File: config.mk
export PLATFORM = sky130hd
export DESIGN_NAME = base64url_decoder
export DESIGN_NICKNAME = d
export VERILOG_FILES = /design/src/hdl/b64d_pkg.sv /design/src/hdl/b64d_front.sv /design/src/hdl/b64d_queue.sv /design/src/hdl/b64d_back.sv /design/src/hdl/base64url_decoder.sv
export SDC_FILE = /design/constraint.sdc
export NUM_CORES = 1
export LEC_CHECK = 0
export ABC_AREA = 1
export ABC_CLOCK_PERIOD_IN_PS = 7900
export BUFFER_PORTS_ARGS = -buffer_cell sky130_fd_sc_hd__buf_4
export CORE_ASPECT_RATIO = 1.25
export CORE_MARGIN = 5
export CORE_UTILIZATION = 35
export DETAILED_ROUTE_END_ITERATION = 8
export SLEW_MARGIN = 20
export SYNTH_ARGS = -nofsm -noshare
export SYNTH_HDL_FRONTEND = slang
export SYNTH_SLANG_ARGS = --single-unit
File: constraint.sdc
create_clock -name clk -period 7.9 [get_ports clk]
set_clock_uncertainty 0.15 [all_clocks]
set_input_delay 0.395 -clock clk [delete_from_list [all_inputs] [get_ports clk]]
set_output_delay 0.395 -clock clk [all_outputs]
set_load 0.05 [all_outputs]
File: src/hdl/b64d_pkg.sv
// ----------------------------------------------------------------------------
// b64d_pkg
// Shared types, codes and the character-to-sextet map of the base64 decoder.
// ----------------------------------------------------------------------------
package b64d_pkg;

    // Depth of the job queue between the front and the back.
    localparam int QDepth = 4;
    localparam int QAw    = $clog2(QDepth);

    // Special sextet codes.
    localparam logic [6:0] PadCode = 7'd64;
    localparam logic [6:0] BadCode = 7'd127;

    // Character codes of the alphabet.
    localparam logic [7:0] ChUpA   = 8'h41;
    localparam logic [7:0] ChUpZ   = 8'h5A;
    localparam logic [7:0] ChLoA   = 8'h61;
    localparam logic [7:0] ChLoZ   = 8'h7A;
    localparam logic [7:0] ChZero  = 8'h30;
    localparam logic [7:0] ChNine  = 8'h39;
    localparam logic [7:0] ChPlus  = 8'h2B;
    localparam logic [7:0] ChMinus = 8'h2D;
    localparam logic [7:0] ChSlash = 8'h2F;
    localparam logic [7:0] ChUnder = 8'h5F;
    localparam logic [7:0] ChEqual = 8'h3D;

    typedef logic [6:0] sextet_t;

    // Input word: one character.
    typedef struct packed {
        logic [7:0] char_code;
        logic       end_of_text;
    } char_word_t;

    // Output word: one decoded result.
    typedef struct packed {
        logic [7:0] data_byte;
        logic       byte_present;
        logic       final_result;
        logic       halted_flag;
    } byte_word_t;

    // One decoded group waiting to be sent: one to three results.
    typedef struct packed {
        logic [2:0][7:0] bytes;
        logic [1:0]      last_idx;
        logic            present;
        logic            last;
        logic            halt;
    } job_t;

    // Map a character to its sextet, the pad code or the invalid code.
    function automatic sextet_t sextet_of(input logic [7:0] c);
        sextet_t code;
        unique case (c) inside
            [ChUpA:ChUpZ]:    code = sextet_t'(c - ChUpA);
            [ChLoA:ChLoZ]:    code = sextet_t'(c - ChLoA + 8'd26);
            [ChZero:ChNine]:  code = sextet_t'(c - ChZero + 8'd52);
            ChPlus, ChMinus:  code = 7'd62;
            ChSlash, ChUnder: code = 7'd63;
            ChEqual:          code = PadCode;
            default:          code = BadCode;
        endcase
        return code;
    endfunction

endpackage

File: src/hdl/b64d_front.sv
// ----------------------------------------------------------------------------
// b64d_front
// Accepts characters, gathers groups of four sextets and turns each finished
// group into a job of one to three results for the back end.
// ----------------------------------------------------------------------------
module b64d_front
    import b64d_pkg::*;
(
    input  logic       clk,
    input  logic       rst_n,
    input  logic       char_valid,
    output logic       char_stall,
    input  char_word_t char_word,
    input  logic       q_full,
    output logic       push,
    output job_t       push_job
);

    logic [1:0] pos_reg, pos_next;
    sextet_t    held_reg [3];
    sextet_t    held_next [3];
    logic       halted_reg, halted_next;

    logic       accept;
    logic       eot;
    sextet_t    code;
    sextet_t    v0, v1, v2, v3;
    logic       pair_ok;
    logic       have_b1, have_b2;
    logic [7:0] b0, b1, b2;

    // The only reason to hold off a word is a full job queue.
    assign char_stall = q_full;
    assign accept     = char_valid && !q_full;
    assign eot        = char_word.end_of_text;
    assign code       = sextet_of(char_word.char_code);

    // Assemble the group: held codes, then the new code, then pads.
    assign v0 = (pos_reg == 2'd0) ? code : held_reg[0];
    assign v1 = (pos_reg > 2'd1) ? held_reg[1] : ((pos_reg == 2'd1) ? code : PadCode);
    assign v2 = (pos_reg > 2'd2) ? held_reg[2] : ((pos_reg == 2'd2) ? code : PadCode);
    assign v3 = (pos_reg == 2'd3) ? code : PadCode;

    // Decode the group into bytes.
    assign pair_ok = (v0 != BadCode) && (v1 != BadCode);
    assign have_b1 = !v2[6];
    assign have_b2 = have_b1 && !v3[6];
    assign b0      = {v0[5:0], 2'b00} | {5'b0, v1[6:4]};
    assign b1      = {v1[3:0], v2[5:2]};
    assign b2      = {v2[1:0], v3[5:0]};

    // Group and halt control.
    always_comb
    begin
        pos_next    = pos_reg;
        held_next   = held_reg;
        halted_next = halted_reg;
        push        = 1'b0;
        push_job    = '0;
        if (accept)
        begin
            if (halted_reg)
            begin
                // Characters are dropped until the end of the string.
                if (eot)
                begin
                    push          = 1'b1;
                    push_job.last = 1'b1;
                    push_job.halt = 1'b1;
                    halted_next   = 1'b0;
                end
            end
            else if ((pos_reg != 2'd3) && !eot)
            begin
                held_next[pos_reg] = code;
                pos_next           = pos_reg + 2'd1;
            end
            else
            begin
                pos_next = 2'd0;
                if (!pair_ok)
                begin
                    // A bad leading code stops this string.
                    if (eot)
                    begin
                        push          = 1'b1;
                        push_job.last = 1'b1;
                        push_job.halt = 1'b1;
                    end
                    else
                    begin
                        halted_next = 1'b1;
                    end
                end
                else
                begin
                    push              = 1'b1;
                    push_job.bytes[0] = b0;
                    push_job.bytes[1] = have_b1 ? b1 : 8'd0;
                    push_job.bytes[2] = have_b2 ? b2 : 8'd0;
                    push_job.last_idx = have_b2 ? 2'd2 : (have_b1 ? 2'd1 : 2'd0);
                    push_job.present  = 1'b1;
                    push_job.last     = eot;
                end
            end
        end
    end

    // Control state resets; held codes are read only once written.
    always_ff @(posedge clk or negedge rst_n)
    begin
        if (!rst_n)
        begin
            pos_reg    <= 2'd0;
            halted_reg <= 1'b0;
        end
        else
        begin
            pos_reg    <= pos_next;
            halted_reg <= halted_next;
        end
    end

    always_ff @(posedge clk)
    begin
        held_reg <= held_next;
    end

`ifndef SYNTHESIS
    // A job without bytes only ever closes a halted string.
    assert property (@(posedge clk) disable iff (!rst_n)
        (push && !push_job.present) |-> (push_job.last && push_job.halt))
        else $error("empty job that is not a halted end of string");

    // The end of a string returns the front to its reset state.
    assert property (@(posedge clk) disable iff (!rst_n)
        (accept && eot) |=> (pos_reg == 2'd0) && !halted_reg)
        else $error("state not cleared after end of string");

    // While halted no partial group is held.
    assert property (@(posedge clk) disable iff (!rst_n)
        halted_reg |-> (pos_reg == 2'd0))
        else $error("group position nonzero while halted");
`endif

endmodule

File: src/hdl/b64d_queue.sv
// ----------------------------------------------------------------------------
// b64d_queue
// Short FIFO of decoded jobs between the front and the back end.
// ----------------------------------------------------------------------------
module b64d_queue
    import b64d_pkg::*;
(
    input  logic clk,
    input  logic rst_n,
    input  logic push,
    input  job_t push_job,
    input  logic pop,
    output logic full,
    output logic empty,
    output job_t head
);

    job_t           mem_reg [QDepth];
    logic [QAw-1:0] wr_ptr_reg, rd_ptr_reg;
    logic [QAw:0]   count_reg, count_next;

    assign full  = (count_reg == (QAw + 1)'(QDepth));
    assign empty = (count_reg == '0);
    assign head  = mem_reg[rd_ptr_reg];

    // Occupancy follows pushes and pops.
    always_comb
    begin
        count_next = count_reg;
        if (push && !pop)
        begin
            count_next = count_reg + 1'b1;
        end
        else if (pop && !push)
        begin
            count_next = count_reg - 1'b1;
        end
    end

    // Pointers and fill count.
    always_ff @(posedge clk or negedge rst_n)
    begin
        if (!rst_n)
        begin
            wr_ptr_reg <= '0;
            rd_ptr_reg <= '0;
            count_reg  <= '0;
        end
        else
        begin
            if (push)
            begin
                wr_ptr_reg <= wr_ptr_reg + 1'b1;
            end
            if (pop)
            begin
                rd_ptr_reg <= rd_ptr_reg + 1'b1;
            end
            count_reg <= count_next;
        end
    end

    // Job storage.
    always_ff @(posedge clk)
    begin
        if (push)
        begin
            mem_reg[wr_ptr_reg] <= push_job;
        end
    end

endmodule

File: src/hdl/b64d_back.sv
// ----------------------------------------------------------------------------
// b64d_back
// Takes jobs from the queue and sends their results one word per cycle while
// the receiver does not stall, through a registered output stage.
// ----------------------------------------------------------------------------
module b64d_back
    import b64d_pkg::*;
(
    input  logic       clk,
    input  logic       rst_n,
    input  logic       q_empty,
    input  job_t       head,
    output logic       pop,
    output logic       byte_valid,
    input  logic       byte_stall,
    output byte_word_t byte_word
);

    logic [1:0] sub_reg, sub_next;
    logic       out_valid_reg, out_valid_next;
    byte_word_t out_word_reg, out_word_next;
    logic       load;
    logic       job_done;

    // Load a new result when the output stage is free or being emptied.
    assign load     = !q_empty && (!out_valid_reg || !byte_stall);
    assign job_done = (sub_reg == head.last_idx);
    assign pop      = load && job_done;

    always_comb
    begin
        sub_next       = sub_reg;
        out_valid_next = out_valid_reg;
        out_word_next  = out_word_reg;
        if (load)
        begin
            out_valid_next             = 1'b1;
            out_word_next.data_byte    = head.bytes[sub_reg];
            out_word_next.byte_present = head.present;
            out_word_next.final_result = head.last && job_done;
            out_word_next.halted_flag  = head.halt;
            sub_next                   = job_done ? 2'd0 : (sub_reg + 2'd1);
        end
        else if (!byte_stall)
        begin
            out_valid_next = 1'b0;
        end
    end

    always_ff @(posedge clk or negedge rst_n)
    begin
        if (!rst_n)
        begin
            sub_reg       <= 2'd0;
            out_valid_reg <= 1'b0;
        end
        else
        begin
            sub_reg       <= sub_next;
            out_valid_reg <= out_valid_next;
        end
    end

    always_ff @(posedge clk)
    begin
        out_word_reg <= out_word_next;
    end

    assign byte_valid = out_valid_reg;
    assign byte_word  = out_word_reg;

`ifndef SYNTHESIS
    // Partway through a job its entry is still at the head of the queue.
    assert property (@(posedge clk) disable iff (!rst_n)
        (sub_reg != 2'd0) |-> !q_empty)
        else $error("job index set with an empty queue");

    // The result index never runs past the job's last result.
    assert property (@(posedge clk) disable iff (!rst_n)
        !q_empty |-> (sub_reg <= head.last_idx))
        else $error("result index beyond job");

    // A halted result carries no byte and ends the string.
    assert property (@(posedge clk) disable iff (!rst_n)
        (byte_valid && byte_word.halted_flag) |->
            (!byte_word.byte_present && byte_word.final_result))
        else $error("halted result with a byte or not final");
`endif

endmodule

File: src/hdl/base64url_decoder.sv
// ----------------------------------------------------------------------------
// base64url_decoder
// Streaming decoder for standard and URL-safe base64, one character a word.
// ----------------------------------------------------------------------------
// Input channel char_*: one character per word with an end-of-text mark.
// Output channel byte_*: one decoded result per word; the last result of a
// string carries final_result, and a string that yields no byte at its end
// gives one empty word with final_result set.
// Both channels move a word on a clock edge where valid is high and stall is
// low. The block takes one character every cycle while char_stall is low; a
// group of four characters gives at most three results, so output keeps pace.
// An accepted character that completes a group goes into the four-entry job
// queue, and its first result then goes into the output register.
// When the receiver stalls, the output word holds and the queue fills; once
// four jobs wait, char_stall rises until the back end drains a job.
// Reset clears the group position, the halt state, the queue and the output
// stage; the block accepts characters from the first cycle after reset.
// ----------------------------------------------------------------------------
module base64url_decoder
    import b64d_pkg::*;
(
    input  logic       clk,
    input  logic       rst_n,
    input  logic       char_valid,
    output logic       char_stall,
    input  char_word_t char_word,
    output logic       byte_valid,
    input  logic       byte_stall,
    output byte_word_t byte_word
);

    logic push;
    job_t push_job;
    logic pop;
    logic q_full;
    logic q_empty;
    job_t head;

    // Character intake and group decode.
    b64d_front u_front (
        .clk        (clk),
        .rst_n      (rst_n),
        .char_valid (char_valid),
        .char_stall (char_stall),
        .char_word  (char_word),
        .q_full     (q_full),
        .push       (push),
        .push_job   (push_job)
    );

    // Job queue.
    b64d_queue u_queue (
        .clk      (clk),
        .rst_n    (rst_n),
        .push     (push),
        .push_job (push_job),
        .pop      (pop),
        .full     (q_full),
        .empty    (q_empty),
        .head     (head)
    );

    // Result sequencing and output register.
    b64d_back u_back (
        .clk        (clk),
        .rst_n      (rst_n),
        .q_empty    (q_empty),
        .head       (head),
        .pop        (pop),
        .byte_valid (byte_valid),
        .byte_stall (byte_stall),
        .byte_word  (byte_word)
    );

endmodule
After elaboration in Yosys (flattened, before gate mapping)
Memories as Yosys holds them, arrays and structs flattened.
Index checks and enable logic that the tools add are counted.
Widths: inputs -> output; s select.

cells by class
  add/subtract/negate cells = 11
  reductions and logical operators = 30
  mux-type cells = 41
  eq/ne operators = 14
  magnitude comparators = 11
  bitwise logic cells = 3

operator list
  kind                 number
  $mux 29              2
  $mux 27              2
  $mux 7               7
  $pmux 7 s6           1
  $eq 8x6->1 const B   4
  $mux 8               3
  $bwmux 21            1
  $bmux 8 s2           1
  $ge 8x7->1 const B   2
  $le 8x7->1 const B   2
  $mux 1               16
  $demux 7 s2          1
  $ne 7x7->1 const B   2
  $sub 7x7->7 const B  2
  $logic_and 1x1->1    13
  $mux 2               5
  $logic_not 1->1      9
  $add 2x1->2 const B  4
  $eq 8x7->1 const B   1
  $ge 8x6->1 const B   1
  $le 8x6->1 const B   1
  $or 8x3->8           1
  $add 7x5->7 const B  1
  $add 7x6->7 const B  1
  24 further kinds     27

storage, ports and cells
  memory bits (writable) = 116
  memories kept = 1
  output and inout port bits = 13
  logic and storage cells = 125
  register bits = 45

memory list
  memory           depth  bits a word  read ports  clocked after Yosys merged registers in  write ports  RTL line          text
  u_queue.mem_reg  4      29           1           0                                        1            b64d_queue.sv:18  job_t mem_reg [QDepth];

Depth between registers and ports, before layout
Gate-level depths: netlist (run 1).

  word-level depth = 15
  mapped depth = 26
  gate-level depth less buffers = 26

Cells and area by module
A second synthesis (run 1) with hierarchy kept.

unflattened totals
  cell total of the unflattened synthesis = 788
  area, all modules = 8264.2 um^2

by module, submodules not included
  module      cells each  sequential area each (um^2)  times used  area an instance (um^2)
  b64d_queue  386         3658.5                       1           5099.9
  b64d_front  326         705.7                        1           2414.8
  b64d_back   76          405.4                        1           749.5

Worst setup path before layout (run 1)
OpenSTA, ideal clock, no wires.

  path kind = in2reg
  start = input port char_word[3] (netlist name)
  end = memory u_queue.mem_reg[0][0] (netlist name), enable pin
  path buffers = 2
  setup time = 0.415 ns
  cell stages on the path = 18
  setup slack = 4.018 ns
  data arrival time = 3.317 ns
  data required time = 7.335 ns
  cells stage by stage = buf_4 -> inv_1 -> ha_1 -> nand2_1 -> nand2_1 -> nand3_2 -> buf_6 -> nand2_2 -> nand2_1 -> a21oi_2 -> nand2_2 -> a21boi_2 -> nor2_1 -> nand2_2 -> nand3_2 -> nand2_2 -> nand2_2 -> nor2_1

on the way
  longest elaborated chain between the ends = 13
  elaborated cells between the ends (all ways) = 34
  those cells by class = 5 x add/sub; 6 x order compare; 7 x eq/ne; 10 x mux; 6 x reduce/logical

ends and longest elaborated chain
  what                                                                        RTL line                          text
  from (decl)                                                                 base64url_decoder.sv:26           input char_word_t char_word,
  $ge 8x6->1 (not written as such) (tied with other cells)                    b64d_front.sv:36                  assign code = sextet_of(char_word.char_code);
  $logic_and 1x1->1 (not written as such) or $reduce_or 2->1 (tied branches)  b64d_front.sv:36, b64d_pkg.sv:56
  $pmux 7 s6 *                                                                b64d_pkg.sv:56                    unique case (c) inside
  net u_front.code[0]                                                         b64d_front.sv:26                  sextet_t code;
  $mux 7 (2 in a row)                                                         b64d_front.sv:40                  assign v1 = (pos_reg > 2'd1) ? held_reg[1] : ((pos_reg == 2'd1) ? code : PadCode);
  $ne 7x7->1                                                                  b64d_front.sv:45                  assign pair_ok = (v0 != BadCode) && (v1 != BadCode);
  $logic_and 1x1->1 *                                                         b64d_front.sv:45
  $mux 1 *                                                                    b64d_front.sv:81                  if (!pair_ok)
  $mux 1 *                                                                    b64d_front.sv:73                  else if ((pos_reg != 2'd3) && !eot)
  $mux 1 *                                                                    b64d_front.sv:62                  if (halted_reg)
  $mux 1 *                                                                    b64d_front.sv:60                  if (accept)
  $mux 1 *                                                                    b64d_queue.sv:66                  if (push)
  $mux 1 (not written as such) *                                              b64d_queue.sv:68                  mem_reg[wr_ptr_reg] <= push_job;
  to (decl)                                                                   b64d_queue.sv:18

The timed path passes the listed nets; every way through them passes the cells marked *.

Worst setup path after layout (run 1)
  start = register u_queue.rd_ptr_reg[1]
  end = register u_queue.count_reg[1]

on the way
  longest elaborated chain between the ends = 6
  elaborated cells between the ends (all ways) = 8
  those cells by class = 1 x eq/ne; 1 x mux; 5 x reduce/logical; 1 x memory

ends and longest elaborated chain
  what                       RTL line          text
  from (decl)                b64d_queue.sv:19  logic [QAw-1:0] wr_ptr_reg, rd_ptr_reg;
  from (signal assigned)     b64d_queue.sv:57  rd_ptr_reg <= rd_ptr_reg + 1'b1;
  $mem_v2 4x29               n/a
  $eq 2x2->1                 b64d_back.sv:27   assign job_done = (sub_reg == head.last_idx);
  $logic_and 1x1->1          b64d_back.sv:28   assign pop = load && job_done;
  $logic_not 1->1            b64d_queue.sv:30  if (push && !pop)
  $logic_and 1x1->1          b64d_queue.sv:30
  $mux 3                     b64d_queue.sv:30
  net u_queue.count_next[1]  b64d_queue.sv:20  logic [QAw:0] count_reg, count_next;
  to (signal assigned)       b64d_queue.sv:59  count_reg <= count_next;
  to (decl)                  b64d_queue.sv:20

The timed path passes the listed nets, and every way through them passes these cells.
A chain may end at the register's enable or synchronous reset.

==> key figures, run 1 <==
Power
  – Switching Share: 0.366
  – Total power: 3.08 mW
  – Switch Pwr: 1.13 mW
  – Comb pwr share: 0.353
  – Maximum vdd drop: 202 uV
  – Power share of the clock group: 0.267
  – Pleak: 3.35 nW
  – Pwr Density: 352 mW/mm^2
  – Share of total power in sequential cells: 0.379
  – Pint: 1.96 mW

Critical path
  – Worst EP arrival: 3.71 ns
  – Slowest cell on crit path: inv_1
  – Worst Path Buf+Inv: 4
  – Worst path cell trace: buf_4 -> inv_1 -> buf_4 -> o21ai_0 -> o22ai_1 -> xor2_1 -> nand3_1 -> ha_1 -> inv_1 -> fa_1 -> mux2_2
  – CP max FO: 31
  – CP top delay family: buffers and inverters
  – Slowest stage delay, CP: 0.47 ns
  – Data required time of the worst path: 8.05 ns
  – Worst Setup Start Kind: flop
  – Kind of critical path: reg -> reg
  – Crit end category: flop

Global routing
  – Initial antenna violation count: 0
  – Largest net degree at the start of global routing: 61
  – Vias in the first global route: 4972
  – GRT overflow: 0
  – First-pass GRT wire length: 26400 um
  – GRT Util Overall: 0.135

Logic synthesis
  – Simple-gate share of the synthesized area: 0.184
  – Synth Net Count: 725
  – Synth top area cells: edfxtp_1 (58%), nand2_1 (5.0%), nor2_1 (4.7%)
  – Adder-Cell Fraction of Synth Area: 0.0303
  – Commonest cells post-synth: edfxtp_1 (148), nand2_1 (103), nor2_1 (97)
  – Area share of xor/xnor cells in the synthesized design: 0.0137
  – Compound-Gate Fraction of Synth Area: 0.0995
  – Post-synth EDFFs: 148
  – Most common cell in the synthesized netlist: edfxtp_1
  – Mapped Cells: 694
  – Synthesized area: 0.00768 sq mm
  – Yosys warns: 0
  – Top cell type by total area after synthesis: edfxtp_1
  – FFs w/ async S/R, synth: 0.0807
  – Top cell type's share of synthesized area: 0.579
  – Yosys cell types: 42
  – Synthesis-stage register bit count: 161
  – Mapped Avg Cell Area: 11.1 sq um
  – Post-synthesis mux area share: 0.00147
  – Sequential area share after synthesis: 0.621
  – Most used flip-flop cell after synthesis: edfxtp_1
  – Largest family of logic cells by synthesized area: simple AND/OR/NAND/NOR gates

CTS
  – TritonCTS Buffers: 17
  – H-tree Lvls: 4
  – Later-pin clock latency in the skew report: 0.42 ns
  – TritonCTS clock tree: yes
  – Clock slew at reported path FFs: 0.06 ns
  – CTS resizes: 0
  – Max clock buf depth: 2
  – CTS sink cnt: 161
  – CTS Root Cell: clkbuf_16

Die
  – Core ar.: 0.0215 sq mm
  – Full die area: 0.0250 sq mm
  – Initial Utilization: 0.357
  – Die Wd: 143 um
  – Num rows: 60
  – Die Ht: 176 um
  – Io pins: 26

Route
  – Via count: 5014
  – First-pass DRT Iterations: 4
  – Initial DRC Count: 330
  – Residual DRC count: 0
  – WL final: 16400 um
  – DR WL/cell: 16.2 um
  – Final ANT Viol Nets: 0
  – Vias per inst: 4.95

Timing
  – Slew headroom: 0.461
  – Worst slew pin tran: 0.805 ns
  – Max-slew violations: 0
  – Achievable frequency: 281 MHz
  – RSZ-0062 raised after global routing: false
  – TNS Setup: 0 ns
  – Fin crit share: 0.451
  – Fin crit period: 3.56 ns
  – Final Hold Vio Count: 0
  – Final setup viols: 0

Worst hold path
  – HP Class: in -> reg

Cells and area
  – Diode count: 0
  – Nets: 751
  – Sequential Area: 0.00477 sq mm
  – Fill cell count: 2044
  – Largest register FFs: 116
  – Multi-input gate area: 0.00254 sq mm
  – Layout cell share with drive strength beyond 1: 0.172
  – Layout area overhead: 13.9%

Job
  – Max Cap Violations: 0

Run status
  – Status: completed

Place
  – Final GP Congestion: 0.840
  – PortBufs: 25
  – Dpl hpwl: 10500 um
-- routing by layer --
layer,GRT usage,up-vias,share of wire
li1,-,2460,-
met1,0.166,2448,0.45
met2,0.240,93,0.51
met3,0.0253,13,0.030
met4,0.0380,0,0.0093
met5,0,-,0
-- area by class of cell --
cell class / instances / area share
clock buffers: 25 / 0.0555
clock inverters: 7 / 0.0126
inverters: 61 / 0.0270
multi-input cells: 445 / 0.290
flip-flops and latches: 161 / 0.545
well taps: 279 / 0.0399
repair buffers: 34 / 0.0295
-- per-stage QoR --
stage	cell area, sq um	instances	hold WS, ns	util	setup slack (ns)
after floorplan	7680	694	-0.0506	-	4.02
after global placement	8140	979	0.105	0.378	3.95
after detailed placement	8140	979	0.108	0.378	3.93
after CTS	8750	1012	0.0457	0.406	4.34
after global routing	8750	1012	0.0573	0.406	4.00
final	8750	1012	0.0566	0.406	4.34
-- worst paths after layout --
check	startpoint	endpoint	slack, ns	depth (start not counted)
worst max register to register	u_queue.rd_ptr_reg[1]$_DFFE_PN0P_	u_queue.count_reg[1]$_DFFE_PN0P_	4.34	11
worst min register to register	u_back.byte_valid$_DFFE_PN0P_	u_back.byte_valid$_DFFE_PN0P_	0.35	2
worst min-delay path	byte_stall	u_back.byte_valid$_DFFE_PN0P_	0.06	3
min in group asynchronous	rst_n	u_queue.rd_ptr_reg[1]$_DFFE_PN0P_	0.22	2
worst max-delay path	u_queue.rd_ptr_reg[1]$_DFFE_PN0P_	u_queue.count_reg[1]$_DFFE_PN0P_	4.34	11
max in group asynchronous	rst_n	u_queue.count_reg[1]$_DFFE_PN0P_	7.21	2
-- worst register-to-register path, stage by stage (launching register included) --
cell and delay, ns:
dfrtp_1 0.35, buf_4 0.25, inv_1 0.50, buf_4 0.31
o21ai_0 0.12, o22ai_1 0.18, xor2_1 0.25, nand3_1 0.28
ha_1 0.28, inv_1 0.10, fa_1 0.40, mux2_2 0.27
-- placed cells by master, fill, tap and decap left out, types with 2 or more instances in the layout --
cell type / count
edfxtp_1: 148
nand2_2: 16
clkbuf_8: 3
nand3_1: 34
o22ai_1: 16
nand3b_1: 3
nand4_1: 2
clkinv_2: 4
a21oi_1: 4
o221ai_1: 12
nand2_4: 5
clkbuf_16: 17
o211ai_1: 4
nor2_4: 11
nand2_1: 103
bufinv_16: 3
xor2_1: 11
nor3_1: 9
ha_1: 17
inv_1: 55
a32o_1: 4
dfrtp_1: 13
nor2_2: 10
nand3_2: 4
a22oi_1: 4
inv_2: 3
a21oi_2: 9
nor2_1: 93
clkbuf_1: 5
o21ai_0: 65
buf_4: 33
-- power by group through the flow --
stage	logic, mW	registers (mW)	clock network (mW)
after floorplan	0.681	1.29	0
after global placement	1.09	1.19	0
after detailed placement	1.10	1.19	0
after CTS	1.10	1.17	0.833
after global routing	1.22	1.18	0.864
final	1.09	1.17	0.824
-- logic make-up (layout without fill, tap and decap cells) --
logic type	after synthesis	in the layout
mux	1	1
fa+ha+maj	18	18
compound gates	121	121
flops	161	161
simple gates	293	293
buf+inv	88	127
xor+xnor	12	12
-- timing repair --
item,in CTS,in global routing
setup endpoints to repair,0,0
hold endpoints to repair,13,0
setup buffers,0,0
hold buffers,1,0
Power figures use the tool's default switching activity.
==> run 2: changes to the inputs <==
Settings changed: ABC_AREA 1 to 0, ABC_CLOCK_PERIOD_IN_PS 7900 to 2900.
Clock period 7.9 ns to 2.9 ns, I/O delays scaled along.
==> run 2 against run 1 <==
Compared with the run above:
- the flow now finishes with violations (setup timing)
- flip-flop and latch count unchanged
- cell area up 5.7%
- worst hold slack better by 0.27 ns
- non-clock buffer count up 82
- clock-buffer cell count down 7
- via count down 14%
- register-to-register slack worse by 4.3 ns
- power rose to 2.8 times the previous value
- critical path depth up 3
- global-route usage down 0.13 points
- clock power rose to 2.6 times the previous value
- critical path type is now in -> reg
- critical endpoint unchanged
==> key figures, run 2 <==
Critical path
  – Reg2Reg Launch Point: u_front.pos_reg[0]$_DFFE_PN0P_ (was u_queue.rd_ptr_reg[1]$_DFFE_PN0P_)
  – Reg2Reg Depth: 12 (was 11)
  – CP top delay family: compound AO/OA/AOI/OAI gates (was buffers and inverters)
  – Reg2Reg Setup Slack: 0.07 ns (was 4.34 ns)
  – Kind of critical path: in -> reg (was reg -> reg)
  – Slowest stage delay, CP: 0.46 ns (was 0.47 ns)
  – Crit-path most repeated cell: a211oi_2
  – Worst EP arrival: 3.06 ns (was 3.71 ns)
  – Data required time of the worst path: 3.05 ns (was 8.05 ns)
  – Slowest cell on crit path: a2111o_1 (was inv_1)
  – Crit Reg-Reg Endpoint: u_queue.count_reg[1]$_DFFE_PN0P_ (unchanged)
  – Worst Setup Start Kind: input pin (was flop)
  – CP max FO: 6 (was 31)
  – Worst path cell trace: buf_8 -> clkinvlp_4 -> ha_4 -> and4bb_2 -> nor2_4 -> a22o_4 -> o211a_1 -> a2111o_1 -> a211oi_2 -> a211oi_2 -> ha_2 -> inv_2 -> fa_2 -> mux2_4 (was buf_4 -> inv_1 -> buf_4 -> o21ai_0 -> o22ai_1 -> xor2_1 -> nand3_1 -> ha_1 -> inv_1 -> fa_1 -> mux2_2)
  – Crit end category: flop (unchanged)
  – Worst Path Buf+Inv: 3 (was 4)

Logic synthesis
  – Synth top area cells: edfxtp_1 (61%), mux4_2 (9.0%), dfrtp_1 (4.5%) (was edfxtp_1 (58%), nand2_1 (5.0%), nor2_1 (4.7%))
  – Commonest cells post-synth: edfxtp_1 (148), mux4_2 (29), inv_1 (26) (was edfxtp_1 (148), nand2_1 (103), nor2_1 (97))
  – Mapped Avg Cell Area: 16.1 sq um (was 11.1 sq um)
  – Yosys warns: 0 (unchanged)
  – Synthesis-stage register bit count: 161 (unchanged)
  – Most common cell in the synthesized netlist: edfxtp_1 (unchanged)
  – Mapped Cells: 451 (was 694)
  – Most used flip-flop cell after synthesis: edfxtp_1 (unchanged)
  – Top cell type by total area after synthesis: edfxtp_1 (unchanged)
  – Top cell type's share of synthesized area: 0.613 (was 0.579)
  – Synth Net Count: 482 (was 725)
  – Post-synth EDFFs: 148 (unchanged)
  – Yosys cell types: 61 (was 42)
  – FFs w/ async S/R, synth: 0.0807 (unchanged)
  – Sequential area share after synthesis: 0.658 (was 0.621)
  – Synthesized area: 0.00724 sq mm (was 0.00768 sq mm)

Power
  – Pwr Density: 922 mW/mm^2 (was 352 mW/mm^2)
  – Maximum vdd drop: 450 uV (was 202 uV)
  – Pleak: 3.29 nW (was 3.35 nW)

Cells and area
  – Commonest non-fill, non-tap cell in the layout: edfxtp_1 (unchanged)
  – Largest register FFs: 116 (unchanged)
  – Nets: 600 (was 751)
  – Commonest cells after routing, fill and taps aside: edfxtp_1 (148), buf_4 (101), mux4_2 (29) (was edfxtp_1 (148), nand2_1 (103), nor2_1 (93))
  – Final core occ: 0.457 (was 0.406)
  – Layout area overhead: 27.7% (was 13.9%)
  – Layout cell share with drive strength beyond 1: 0.412 (was 0.172)
  – Diode count: 0 (unchanged)

Die
  – Die Wd: 139 um (was 143 um)
  – Die Ht: 171 um (was 176 um)
  – Full die area: 0.0237 sq mm (was 0.0250 sq mm)
  – Io pins: 26 (unchanged)
  – Initial Utilization: 0.358 (was 0.357)
  – Num rows: 58 (was 60)
  – Core ar.: 0.0202 sq mm (was 0.0215 sq mm)

Run status
  – Failing checks: setup timing
  – Status: complete, but fails checks (was completed)

Worst hold path
  – Worst hold endpoint: u_back.byte_valid$_DFFE_PN0P_ (unchanged)
  – Hold depth: 4 (was 3)
  – Hold path start: byte_stall (unchanged)
  – HP Class: in -> reg (unchanged)

Route
  – Initial DRC Count: 231 (was 330)
  – Vias per inst: 5.03 (was 4.95)
  – First-pass DRT Iterations: 5 (was 4)
  – Via count: 4287 (was 5014)
  – Residual DRC count: 0 (unchanged)
  – WL final: 15300 um (was 16400 um)
  – DR WL/cell: 18.0 um (was 16.2 um)
  – Final ANT Viol Nets: 0 (unchanged)

Global routing
  – Vias in the first global route: 4548 (was 4972)
  – GRT Util Overall: 0.134 (was 0.135)
  – Largest net degree at the start of global routing: 28 (was 61)
  – First-pass GRT wire length: 24700 um (was 26400 um)
  – Initial antenna violation count: 0 (unchanged)
  – GRT overflow: 0 (unchanged)

Timing
  – Final Hold Vio Count: 0 (unchanged)
  – Min Hold Slack: 0.331 ns (was 0.0566 ns)
  – Max-slew violations: 0 (unchanged)
  – Final setup viols: 1 (was 0)
  – Worst setup margin: -0.00885 ns (was 4.34 ns)
  – Fin crit share: 1.00
  – Achievable frequency: 344 MHz
  – Slew headroom: 0.523 (was 0.461)
  – RSZ-0062 raised after global routing: true (was false)
  – Fin crit period: 2.91 ns
  – Worst slew pin tran: 0.713 ns (was 0.805 ns)

CTS
  – H-tree Lvls: 4 (unchanged)
  – TritonCTS Buffers: 17 (unchanged)
  – CTS sink cnt: 161 (unchanged)
  – CTS Root Cell: clkbuf_16 (unchanged)
  – Max clock buf depth: 2 (unchanged)
  – TritonCTS clock tree: yes (unchanged)
  – Later-pin clock latency in the skew report: 0.42 ns (about the same)
  – Clock slew at reported path FFs: 0.06 ns (about the same)

Place
  – Dpl hpwl: 10700 um (was 10500 um)
  – PortBufs: 25 (unchanged)
  – Final GP Congestion: 0.865 (was 0.840)

Job
  – Max Cap Violations: 0 (unchanged)
-- run 2: cell count changes after synthesis, moves of 11 or more --
cell	delta
nand2_1	-85
nor2_1	-74
o21ai_0	-58
inv_1	-29
mux4_2	+29
nand3_1	-28
nand2_2	-16
nor3_2	+16
clkbuf_1	-14
nor2_4	-11
o221ai_1	-11
-- run 2: cells by family after synthesis --
family | count (synthesis) | share of synthesized area
multiplexers | 41 | 0.108
AND/OR/NAND/NOR | 105 | 0.0889
adder cells (fa/ha/maj) | 18 | 0.0321
flip-flops | 161 | 0.658
buffers and inverters | 45 | 0.0271
AO/OA/AOI/OAI | 69 | 0.0713
XOR/XNOR | 12 | 0.0145
-- run 2: where the power goes --
| part | switching, mW | total (mW) | internal [mW] |
|---|---|---|---|
| Sequential | 0.163 | 3.21 | 3.05 |
| Clock | 0.903 | 2.18 | 1.28 |
| Combinational | 1.75 | 3.14 | 1.39 |
| Total | 2.81 | 8.53 | 5.72 |
-- run 2: through the flow --
stage	setup slack [ns]	std cells	TNS, ns	total power [mW]	cell area [sq um]
floorplan	-0.330	451	-16.94	5.24	7320
global placement	-0.479	808	-58.48	6.24	8430
detailed placement	-0.550	808	-72.76	6.32	8430
CTS	-0.00208	850	-0.00208	8.57	9180
global route	-0.104	852	-0.205	9.01	9250
finish	-0.00885	852	-0.00885	8.53	9250
-- run 2: metal layers --
layer	wire, um	global-route usage
met5	0	0
met4	214	0.0396
met2	8180	0.244
met3	412	0.0271
met1	6530	0.161
-- run 2: repair_timing --
action	in CTS	in global routing
setup buffers	4	2
pin swaps	17	5
resized for setup	20	11
hold endpoints to repair	17	0
setup endpoints to repair	6	18
hold buffers	6	0
-- run 2: layout make-up --
| class | count | area (sq um) |
|---|---|---|
| multi-input combinational | 245 | 2460 |
| clock buffer | 18 | 429 |
| sequential | 161 | 4770 |
| tap | 270 | 338 |
| fill | 1736 | 11000 |
| timing repair buffer | 116 | 985 |
| clock inverter | 14 | 158 |
| inverter | 28 | 111 |
-- run 2: worst max path at each step --
stage	to	cells after the start	startpoint
after floorplan	u_queue.count_reg[2]$_DFFE_PN0P_	16	char_word[2]
after global placement	u_queue.count_reg[1]$_DFFE_PN0P_	13	char_word[4]
after detailed placement	u_queue.count_reg[1]$_DFFE_PN0P_	13	char_word[4]
after CTS	u_queue.count_reg[1]$_DFFE_PN0P_	14	char_word[2]
after global routing	u_queue.count_reg[1]$_DFFE_PN0P_	14	char_word[2]
final	u_queue.count_reg[1]$_DFFE_PN0P_	14	char_word[2]
-- run 2: worst reg2reg max path, stage by stage, from the launching register on --
cell      delay, ns
dfrtp_1        0.39
buf_4          0.15
ha_1           0.22
inv_2          0.14
nand4_1        0.12
nor3_2         0.17
a31oi_1        0.08
a211oi_2       0.23
a211oi_2       0.12
ha_2           0.20
inv_2          0.06
fa_2           0.41
mux2_4         0.28
